===== src/rtl/gb5_pkg.sv =====
// Shared constants, types and helpers for the 5x5 RGB blur.
package gb5_pkg;

  localparam int MAX_WIDTH  = 2048;
  localparam int MAX_HEIGHT = 2048;
  localparam int MIN_DIM    = 5;

  localparam int COL_W    = $clog2(MAX_WIDTH);
  localparam int ROW_W    = $clog2(MAX_HEIGHT);
  localparam int DIM_W    = 12;
  localparam int CENTER_W = 11;
  localparam int CHAN_W   = 8;
  localparam int LINES    = 4;
  localparam int WIN      = 5;
  localparam int WIN_EDGE = WIN - 1;
  localparam int HALF_WIN = WIN / 2;

  localparam int WIDE_COL_W = (COL_W + 1 > DIM_W) ? COL_W + 1 : DIM_W;
  localparam int WIDE_ROW_W = (ROW_W + 1 > DIM_W) ? ROW_W + 1 : DIM_W;

  localparam int VSUM_W = CHAN_W + 4;
  localparam int HSUM_W = VSUM_W + 4;

  localparam int OUT_DEPTH = 8;
  localparam int OUT_PTR_W = $clog2(OUT_DEPTH);
  localparam int OUT_CNT_W = $clog2(OUT_DEPTH + 1);

  localparam int TDATA_IN_W  = 24;
  localparam int TDATA_OUT_W = 48;

  localparam logic [DIM_W-1:0] WIDTH_RESET  = DIM_W'(640);
  localparam logic [DIM_W-1:0] HEIGHT_RESET = DIM_W'(480);

  typedef logic [3*CHAN_W-1:0] pixel_t;

  typedef enum logic {
    REG_WIDTH  = 1'b0,
    REG_HEIGHT = 1'b1
  } reg_index_t;

  typedef struct packed {
    logic                valid;
    logic [CENTER_W-1:0] center_column;
    logic [CENTER_W-1:0] center_row;
    logic                last;
  } ctrl_t;

  typedef struct packed {
    logic [CENTER_W-1:0] center_row;
    logic [CENTER_W-1:0] center_column;
    logic [CHAN_W-1:0]   blue;
    logic [CHAN_W-1:0]   green;
    logic [CHAN_W-1:0]   red;
  } result_t;

  typedef struct packed {
    logic    last;
    result_t data;
  } out_item_t;

  function automatic logic [DIM_W-1:0] bound_dim(input logic [DIM_W-1:0] v,
                                                 input logic [DIM_W-1:0] hi);
    logic [DIM_W-1:0] r;
    if (v < DIM_W'(MIN_DIM)) r = DIM_W'(MIN_DIM);
    else if (v > hi)         r = hi;
    else                     r = v;
    return r;
  endfunction

endpackage


===== src/rtl/gb5_lane.sv =====
// One color channel: binomial 5x5 weighted sum, column pass then row pass.
module gb5_lane import gb5_pkg::*; (
  input  logic              clk,
  input  logic [CHAN_W-1:0] px [WIN][WIN],
  output logic [CHAN_W-1:0] blurred
);

  logic [VSUM_W-1:0] vsum [WIN];
  logic [HSUM_W-1:0] hsum;

  // weights 1 4 6 4 1 down each column
  always_ff @(posedge clk) begin
    for (int c = 0; c < WIN; c++) begin
      vsum[c] <= VSUM_W'(px[0][c])
               + (VSUM_W'(px[1][c]) << 2)
               + (VSUM_W'(px[2][c]) << 2) + (VSUM_W'(px[2][c]) << 1)
               + (VSUM_W'(px[3][c]) << 2)
               + VSUM_W'(px[4][c]);
    end
  end

  // same weights across the columns; divide by 256 by dropping the low byte
  always_comb begin
    hsum = HSUM_W'(vsum[0])
         + (HSUM_W'(vsum[1]) << 2)
         + (HSUM_W'(vsum[2]) << 2) + (HSUM_W'(vsum[2]) << 1)
         + (HSUM_W'(vsum[3]) << 2)
         + HSUM_W'(vsum[4]);
  end

  always_ff @(posedge clk) begin
    blurred <= hsum[HSUM_W-1 -: CHAN_W];
  end

endmodule


===== config.mk =====
export PLATFORM = sky130hd
export DESIGN_NAME = gb5_lane
export DESIGN_NICKNAME = d
export VERILOG_FILES = /design/src/rtl/gb5_pkg.sv /design/src/rtl/gb5_lane.sv
export SDC_FILE = /design/constraint.sdc
export NUM_CORES = 1
export LEC_CHECK = 0
export BUFFER_PORTS_ARGS = -buffer_cell sky130_fd_sc_hd__buf_2
export CAP_MARGIN = 20
export CORE_UTILIZATION = 30
export CTS_BUF_LIST = sky130_fd_sc_hd__clkbuf_16
export CTS_CLUSTER_DIAMETER = 150
export DETAILED_ROUTE_END_ITERATION = 8
export HOLD_SLACK_MARGIN = 0.02
export PLACE_DENSITY = 0.56
export SLEW_MARGIN = 10
export SYNTH_ARGS = -nofsm -noshare
export SYNTH_HDL_FRONTEND = slang
export SYNTH_SLANG_ARGS = --single-unit
export TNS_END_PERCENT = 1

===== constraint.sdc =====
create_clock -name clk -period 8.4 [get_ports clk]
set_input_delay 1.68 -clock clk [delete_from_list [all_inputs] [get_ports clk]]
set_output_delay 1.68 -clock clk [all_outputs]
set_load 0.05 [all_outputs]

==> results.yml <==
setup_path:
  r2r_start: "vsum[0][2]"
  end_kind: "register"
  worstPathArrival_ns: 5.29
  cp-endpoint: "blurred[7]"
  reg2reg_slack_ns: 3.32
  required_ns: 8.61
  worstRegToRegCells: 19
  critPathLaunchType: "register"
  crit_type: "reg -> reg"
  startpoint: "vsum[0][2]"
  r2r_end: "blurred[7]"
  worstPathMaxFanout: 6
global_route:
  grt_pass1_wl_mm: 27.7
  grt_pass1_vias: 6008
  track_usage_pct: 12.3
  antenna_found_initial: 0
  gr-total-overflow: 0
  grt_max_degree: 13
sta:
  setup_ws_ns: 3.32
  final_max_slew_viol_count: 0
  hold_ws_ns: 0.776
  final.setup.tns_ns: 0
  hold_viol: 0
  fin_crit_ns: 5.08
  tightest_slew_ns: 0.542
  finalCritPeriodShare_pct: 60.5
  relSlewSlack_pct: 63.5
  setup_viol: 0
  fin_skew_ns: 0.00952
  rsz0062_at_grt: "no"
  max_freq_mhz: 197
yosys:
  syn_area_um2: 8320
  synth_edf_count: 0
  seq_area_frac_synth_pct: 16.4
  syn_area_per_cell_um2: 11.1
  yosysWarnings: 0
  synth_area_leader_cell: "fa_1"
  synthesis.nets: 1225
  synth_top_area_share_pct: 42.3
  ys_seq_elements: 68
  synthCells: 748
  ys_types: 41
  synth_ff_type: "dfxtp_1"
  async_flop_share_pct: 0
  yosys-top-cells-area: "fa_1, dfxtp_1, ha_1"
clock_tree:
  h-tree-depth: 3
  cts.sinks: 68
  clock-root-buffer: "clkbuf_16"
  cts_buffers: 9
  clk_latency_ns: 0.33
  cts_resized: 0
  postCtsHoldBufs: 0
  post_cts_buffers: 0
  cts.path.max_buffers: 2
  cts_tree: "built"
  clk_pin_slew_worst_paths_ns: 0.06
drt:
  drt-total-wl_mm: 16.1
  detail-route-antenna-nets: 0
  viasPerCell: 4.20
  num_vias: 5643
  first_iter_violations: 108
  dr.pass1.iters: 6
  drc_errors: 0
  avgRoutedWirePerCell_um: 12.0
floorplan:
  die_h_um: 169
  io_pins: 209
  die_x_um: 169
  dieArea_um2: 28400
  fp.coreArea_um2: 27100
  start_util_pct: 30.7
  rows: 60
flow_run:
  max_cap_violations: 0
placement:
  port-buffer-count: 208
  dp_slack_ns: 3.13
  dp_hpwl_mm: 15.0
  place_congestion: 0.742
  placed_area_um2: 9830
final_layout:
  final_common_cell: "buf_2"
  nets: 1444
  fillCellCount: 2716
  layout-drive-gt1-share_pct: 24.9
  antennaDiodeCount: 0
  final_cell_mix: "buf_2, fa_1, inv_1"
  fin_area_um2: 10200
  syn_to_final_growth_pct: 22.2
worst_hold_path:
  hp-class: "reg -> reg"
run_status:
  outcome: "finished, final reports clean"
==> critical path, stage by stage (launching register included) <==
cell and delay [ns]:
dfxtp_1 0.31, ha_1 0.18, inv_1 0.07, fa_1 0.45
nor2b_1 0.13, o21a_1 0.14, a311o_1 0.25, a31oi_1 0.12
xnor2_1 0.21, fa_1 0.47, fa_1 0.51, inv_1 0.05
fa_1 0.49, inv_1 0.04, ha_1 0.37, and4_1 0.23
nand3_1 0.08, o21ai_0 0.45, o221ai_1 0.25, xor2_1 0.18
==> cells in the mapped netlist, drive strengths merged (4+ instances only) <==
library cell	n
fa	176
inv	159
ha	100
dfxtp	68
xnor2	35
a21oi	31
nor2	23
nand2	22
o21ai	22
nor2b	15
xor2	15
a21o	13
nor3	8
nand3	7
o311ai	6
or2	6
a21boi	5
and3	5
or4	5
a31oi	4
==> registers in the layout, indices dropped and copies added (netlist names) <==
signal,flops
blurred,8
vsum,60
==> metal layers <==
layer / global-route usage, % / wire, µm / up-vias
met3: 2.20 / 611 / 10
met5: 0 / 0 / -
met4: 2.13 / 115 / 0
met2: 21.7 / 8330 / 114
li1: - / - / 2818
met1: 15.7 / 7090 / 2701
==> worst min path at each step <==
stage,from,end,cells after the start,slack [ns]
floorplan,vsum[0][22],blurred[7],3,0.71
global placement,vsum[0][22],blurred[7],3,0.80
detailed placement,vsum[0][22],blurred[7],3,0.80
CTS,vsum[0][22],blurred[7],3,0.81
global route,vsum[0][22],blurred[7],3,0.84
finish,vsum[0][22],blurred[7],3,0.78
==> through the flow <==
stage | util, % | cells
global placement | 36.3 | 1328
finish | 37.5 | 1344
CTS | 37.5 | 1344
floorplan | - | 748
global route | 37.5 | 1344
detailed placement | 36.3 | 1328
==> logic make-up (layout without fill, tap and decap cells) <==
| family | after synthesis | after routing | share of synthesized area, % |
|---|---|---|---|
| compound gates | 98 | 98 | 7.95 |
| fa+ha+maj | 276 | 276 | 57.4 |
| buf+inv | 159 | 383 | 7.17 |
| simple gates | 97 | 97 | 5.89 |
| flops | 68 | 68 | 16.4 |
| xor+xnor | 50 | 50 | 5.26 |
==> cell type report <==
type	instances	area, µm²	share of cell area, %
tap	372	465	4.58
clock inverter	7	115	1.13
multi-input combinational	521	6360	62.6
timing repair buffer	208	1040	10.2
sequential	68	1360	13.4
inverter	159	597	5.87
clock buffer	9	225	2.21
Power is left out: the tool's default activity adds up to more than one toggle a clock period on the data nets, which glitch-free logic cannot reach.
