## src/rtl/gb5_pkg.sv

```systemverilog
// Shared constants, types and helpers for the 5x5 RGB blur.
package gb5_pkg;

  localparam int MAX_WIDTH  = 2048;
  localparam int MAX_HEIGHT = 2048;
  localparam int MIN_DIM    = 5;

  localparam int COL_W    = $clog2(MAX_WIDTH);
  localparam int ROW_W    = $clog2(MAX_HEIGHT);
  localparam int DIM_W    = 12;
  localparam int CENTER_W = 11;
  localparam int CHAN_W   = 8;
  localparam int LINES    = 4;
  localparam int WIN      = 5;
  localparam int WIN_EDGE = WIN - 1;
  localparam int HALF_WIN = WIN / 2;

  localparam int WIDE_COL_W = (COL_W + 1 > DIM_W) ? COL_W + 1 : DIM_W;
  localparam int WIDE_ROW_W = (ROW_W + 1 > DIM_W) ? ROW_W + 1 : DIM_W;

  localparam int VSUM_W = CHAN_W + 4;
  localparam int HSUM_W = VSUM_W + 4;

  localparam int OUT_DEPTH = 8;
  localparam int OUT_PTR_W = $clog2(OUT_DEPTH);
  localparam int OUT_CNT_W = $clog2(OUT_DEPTH + 1);

  localparam int TDATA_IN_W  = 24;
  localparam int TDATA_OUT_W = 48;

  localparam logic [DIM_W-1:0] WIDTH_RESET  = DIM_W'(640);
  localparam logic [DIM_W-1:0] HEIGHT_RESET = DIM_W'(480);

  typedef logic [3*CHAN_W-1:0] pixel_t;

  typedef enum logic {
    REG_WIDTH  = 1'b0,
    REG_HEIGHT = 1'b1
  } reg_index_t;

  typedef struct packed {
    logic                valid;
    logic [CENTER_W-1:0] center_column;
    logic [CENTER_W-1:0] center_row;
    logic                last;
  } ctrl_t;

  typedef struct packed {
    logic [CENTER_W-1:0] center_row;
    logic [CENTER_W-1:0] center_column;
    logic [CHAN_W-1:0]   blue;
    logic [CHAN_W-1:0]   green;
    logic [CHAN_W-1:0]   red;
  } result_t;

  typedef struct packed {
    logic    last;
    result_t data;
  } out_item_t;

  function automatic logic [DIM_W-1:0] bound_dim(input logic [DIM_W-1:0] v,
                                                 input logic [DIM_W-1:0] hi);
    logic [DIM_W-1:0] r;
    if (v < DIM_W'(MIN_DIM)) r = DIM_W'(MIN_DIM);
    else if (v > hi)         r = hi;
    else                     r = v;
    return r;
  endfunction

endpackage

```

## src/rtl/gb5_out_fifo.sv

```systemverilog
// Output queue with credit count so input is held back before it can overflow.
module gb5_out_fifo import gb5_pkg::*; (
  input  logic      clk,
  input  logic      rst,
  input  logic      reserve,
  input  logic      push,
  input  out_item_t push_item,
  input  logic      pop_ready,
  output logic      room,
  output logic      out_valid,
  output out_item_t head
);

  out_item_t             store [OUT_DEPTH];
  logic [OUT_PTR_W-1:0]  wr_ptr, rd_ptr;
  logic [OUT_CNT_W-1:0]  fill, fill_next;
  logic [OUT_CNT_W-1:0]  credits, credits_next;
  logic                  pop;

  assign pop       = out_valid && pop_ready;
  assign out_valid = (fill != '0);
  assign head      = store[rd_ptr];
  assign room      = (credits < OUT_CNT_W'(OUT_DEPTH));

  always_comb begin
    fill_next    = fill + OUT_CNT_W'(push) - OUT_CNT_W'(pop);
    credits_next = credits + OUT_CNT_W'(reserve) - OUT_CNT_W'(pop);
  end

  always_ff @(posedge clk) begin
    if (rst) begin
      wr_ptr  <= '0;
      rd_ptr  <= '0;
      fill    <= '0;
      credits <= '0;
    end else begin
      if (push) wr_ptr <= wr_ptr + OUT_PTR_W'(1);
      if (pop)  rd_ptr <= rd_ptr + OUT_PTR_W'(1);
      fill    <= fill_next;
      credits <= credits_next;
    end
  end

  always_ff @(posedge clk) begin
    if (push) store[wr_ptr] <= push_item;
  end

  // every queued or in-flight item holds a credit
  a_push_not_full: assert property (@(posedge clk) disable iff (rst)
    push |-> (fill < OUT_CNT_W'(OUT_DEPTH) || pop))
    else $error("push into full output queue");

  a_credit_covers_fill: assert property (@(posedge clk) disable iff (rst)
    credits >= fill)
    else $error("queued items exceed credits");

  a_credit_bound: assert property (@(posedge clk) disable iff (rst)
    credits <= OUT_CNT_W'(OUT_DEPTH))
    else $error("credit count beyond queue depth");

endmodule

```

## config.mk

```make
export PLATFORM = sky130hd
export DESIGN_NAME = gb5_out_fifo
export DESIGN_NICKNAME = d
export VERILOG_FILES = /design/src/rtl/gb5_pkg.sv /design/src/rtl/gb5_out_fifo.sv
export SDC_FILE = /design/constraint.sdc
export NUM_CORES = 1
export LEC_CHECK = 0
export ABC_AREA = 1
export BUFFER_PORTS_ARGS = -buffer_cell sky130_fd_sc_hd__clkbuf_2
export CORE_UTILIZATION = 53
export DETAILED_ROUTE_END_ITERATION = 6
export GPL_TIMING_DRIVEN = 0
export MAX_ROUTING_LAYER = met4
export PLACE_DENSITY = 0.73
export SLEW_MARGIN = 20
export SYNTH_ARGS = -nofsm -noshare
export SYNTH_HDL_FRONTEND = slang
export SYNTH_SLANG_ARGS = --single-unit
```

## constraint.sdc

```tcl
create_clock -name clk -period 5.4 [get_ports clk]
set_input_delay 0.54 -clock clk [delete_from_list [all_inputs] [get_ports clk]]
set_output_delay 0.54 -clock clk [all_outputs]
set_load 0.1 [all_outputs]
```

==> impl_metrics.yaml <==
routing:
  ant_nets: 0
  wl_per_cell_microns: 16.58
  drc: 0
  first_pass_iters: 5
  num_vias: 11460
  drtIter0Drc: 876
  avgViaCountPerCell: 4.993
  drt-total-wl_mm: 38.05
critical_path:
  path_max_fanout: 10
  criticalPathCategory: "flop to output pin"
  crit_required_ns: 4.86
  r2r-start: "wr_ptr[0]"
  cp-end-kind: "output pin"
  worstPathArrival_ns: 2.71
  critPathLaunchType: "flop"
timing:
  rsz0062_at_grt: "no"
  fin_worst_skew_ns: 0.01284
  tns_ns: 0
  clock.fmax_ghz: 0.3075
  fin_crit_ns: 3.253
  finalMaxSlewViolations: 0
  hold_violations: 0
  setup_violations: 0
  period_share: 0.6023
  relSlewSlack: 0.5254
  layout_setup_ws_ns: 2.147
  holdWs_ns: 0.2709
  tightest_slew_ns: 0.7102
outcome:
  status: "completed"
pwr:
  power.total_w: 0.009440
  peakVddDrop_mv: 0.3953
  power_density_nw_per_um2: 475.5
  leakage_nw: 9.068
floorplanning:
  die_y_microns: 181.3
  die_area_sq_um: 32880
  die_w_microns: 181.3
  io_pins: 101
  start_util: 0.5387
  rows: 65
  core_area_sq_um: 31640
clock_network:
  cts_buffers: 42
  clock-root-buffer: "clkbuf_16"
  clkSlewWorstSetupHoldPaths_ns: 0.06
  clock-sinks: 393
  post-cts-setup-buffers: 0
  cts_tree: "built"
  cts_buffer_depth: 3
  cts_hold_buf: 0
  cts_resized: 0
  htreeDepth: 2
  insertion_delay_ns: 0.54
synthesis:
  synth.most_common_cell: "nand2_1"
  synth_common_cells: "nand2_1, edfxtp_1, inv_1"
  synth-main-ff-cell: "edfxtp_1"
  synth_nets: 1761
  yosysSeqAreaShare: 0.6824
  syn_inst: 1698
  yosysTopAreaCell: "edfxtp_1"
  synth-seq-cells: 393
  avgSynthCellArea_sq_um: 10.04
  postSynth.asyncResetShare: 0
  synth_area_leaders: "edfxtp_1, nand2_1, inv_1"
  synth_area_sq_um: 17040
  synthDistinctLibCells: 24
  synth-edff-count: 376
  ys_warn_count: 0
  yosysTopAreaCellShare: 0.6625
layout:
  fillCellCount: 2409
  fin_nets: 1920
  layout-drive-gt1-share: 0.1296
  syn_to_final_growth_pct: 16.47
global_routing:
  grt_pass1_vias: 11360
  grt_antenna_before_repair: 3
  grt_pass1_wl_mm: 59.29
  grt_max_degree: 21
  grt_overflow: 0
  grt_use_total: 0.2439
placed_design:
  dpl_worst_slack_ns: 2.755
  place.gp.congestion: 0.7844
  portBuffers: 99
  hpwlAfterDp_mm: 24.71
run:
  drv_cap: 0
hold_path:
  worstHoldStart: "push_item[41]"
  hold_class: "input port to flop"
## flip-flops by register name (all words and copies together) (netlist names), named ones only
| name | flops |
|---|---|
| fill | 4 |
| store | 376 |
| rd_ptr | 3 |
| credits | 4 |
| wr_ptr | 3 |
## metrics by stage
stage                     instance area (sq um)  cells    util
final                                     19850   2295  0.6275
after floorplan                           17040   1698       -
after global placement                    18040   2199  0.5703
after detailed placement                  18500   2215  0.5847
after CTS                                 19840   2292  0.6272
after global routing                      19850   2295  0.6275
## critical path, stage by stage, from the launching register on
cell and delay [ns]:
dfxtp_1 0.36, clkbuf_1 0.54, clkbuf_1 0.53, nand2_1 0.11, nand2_1 0.15, clkbuf_2 0.48
## cell type report
cell class | count | area, sq um | share of cell area
Clock buffer | 53 | 1156 | 0.05824
Clock inverter | 24 | 190.2 | 0.009580
Sequential cell | 393 | 11630 | 0.5859
Multi-Input combinational cell | 927 | 3880 | 0.1954
Buffer | 73 | 445.4 | 0.02244
Antenna cell | 3 | 7.507 | 0.0003782
Tap cell | 402 | 503.0 | 0.02534
Inverter | 305 | 1147 | 0.05780
Timing Repair Buffer | 115 | 890.9 | 0.04488
## final timing paths
path,end,slack (ns),depth (start not counted)
worst max register to register,store[6][31],3.34,4
worst min-delay path,store[6][41],0.27,1
worst min register to register,wr_ptr[0],0.51,2
worst max-delay path,head[16],2.15,5
## layout by cell type (no fill, tap or decap), types with 2 or more instances in the layout
master	n
edfxtp_1	376
buf_6	13
nand2_1	727
nor2_1	18
nand3_1	146
buf_16	10
nand3b_1	2
buf_2	37
clkinvlp_4	3
clkbuf_2	100
fa_1	2
diode_2	3
or2_2	2
clkinv_1	10
dfxtp_1	17
buf_12	6
nor2_4	8
clkinv_2	8
o21ai_0	2
bufinv_16	3
clkbuf_1	17
inv_1	303
buf_4	7
xor2_1	2
a21oi_1	6
ha_1	9
buf_1	6
clkbuf_16	45
## cells by family after synthesis
| logic type | count (synthesis) | synth area share |
|---|---|---|
| AOI/OAI and AO/OA | 10 | 0.003303 |
| xor gates and xnor gates | 3 | 0.001542 |
| adders and majority gates | 11 | 0.008956 |
| buffers and inverters | 378 | 0.09345 |
| DFF | 393 | 0.6824 |
| and+or+nand+nor | 903 | 0.2103 |
## power breakdown
group / switching (W) / internal, W
Combinational: 0.00251 / 0.000660
Clock: 0.00114 / 0.00166
Sequential: 0.0000345 / 0.00344
Total: 0.00368 / 0.00576
## per-layer routing
layer	vias to the layer above	routed length [microns]	GRT usage
met1	5283	15610	0.2979
li1	5652	-	-
met5	-	0	-
met4	0	1129	0.1027
met2	445	18680	0.4048
met3	79	2628	0.03850
No activity file was read; power rests on OpenSTA's default activity.
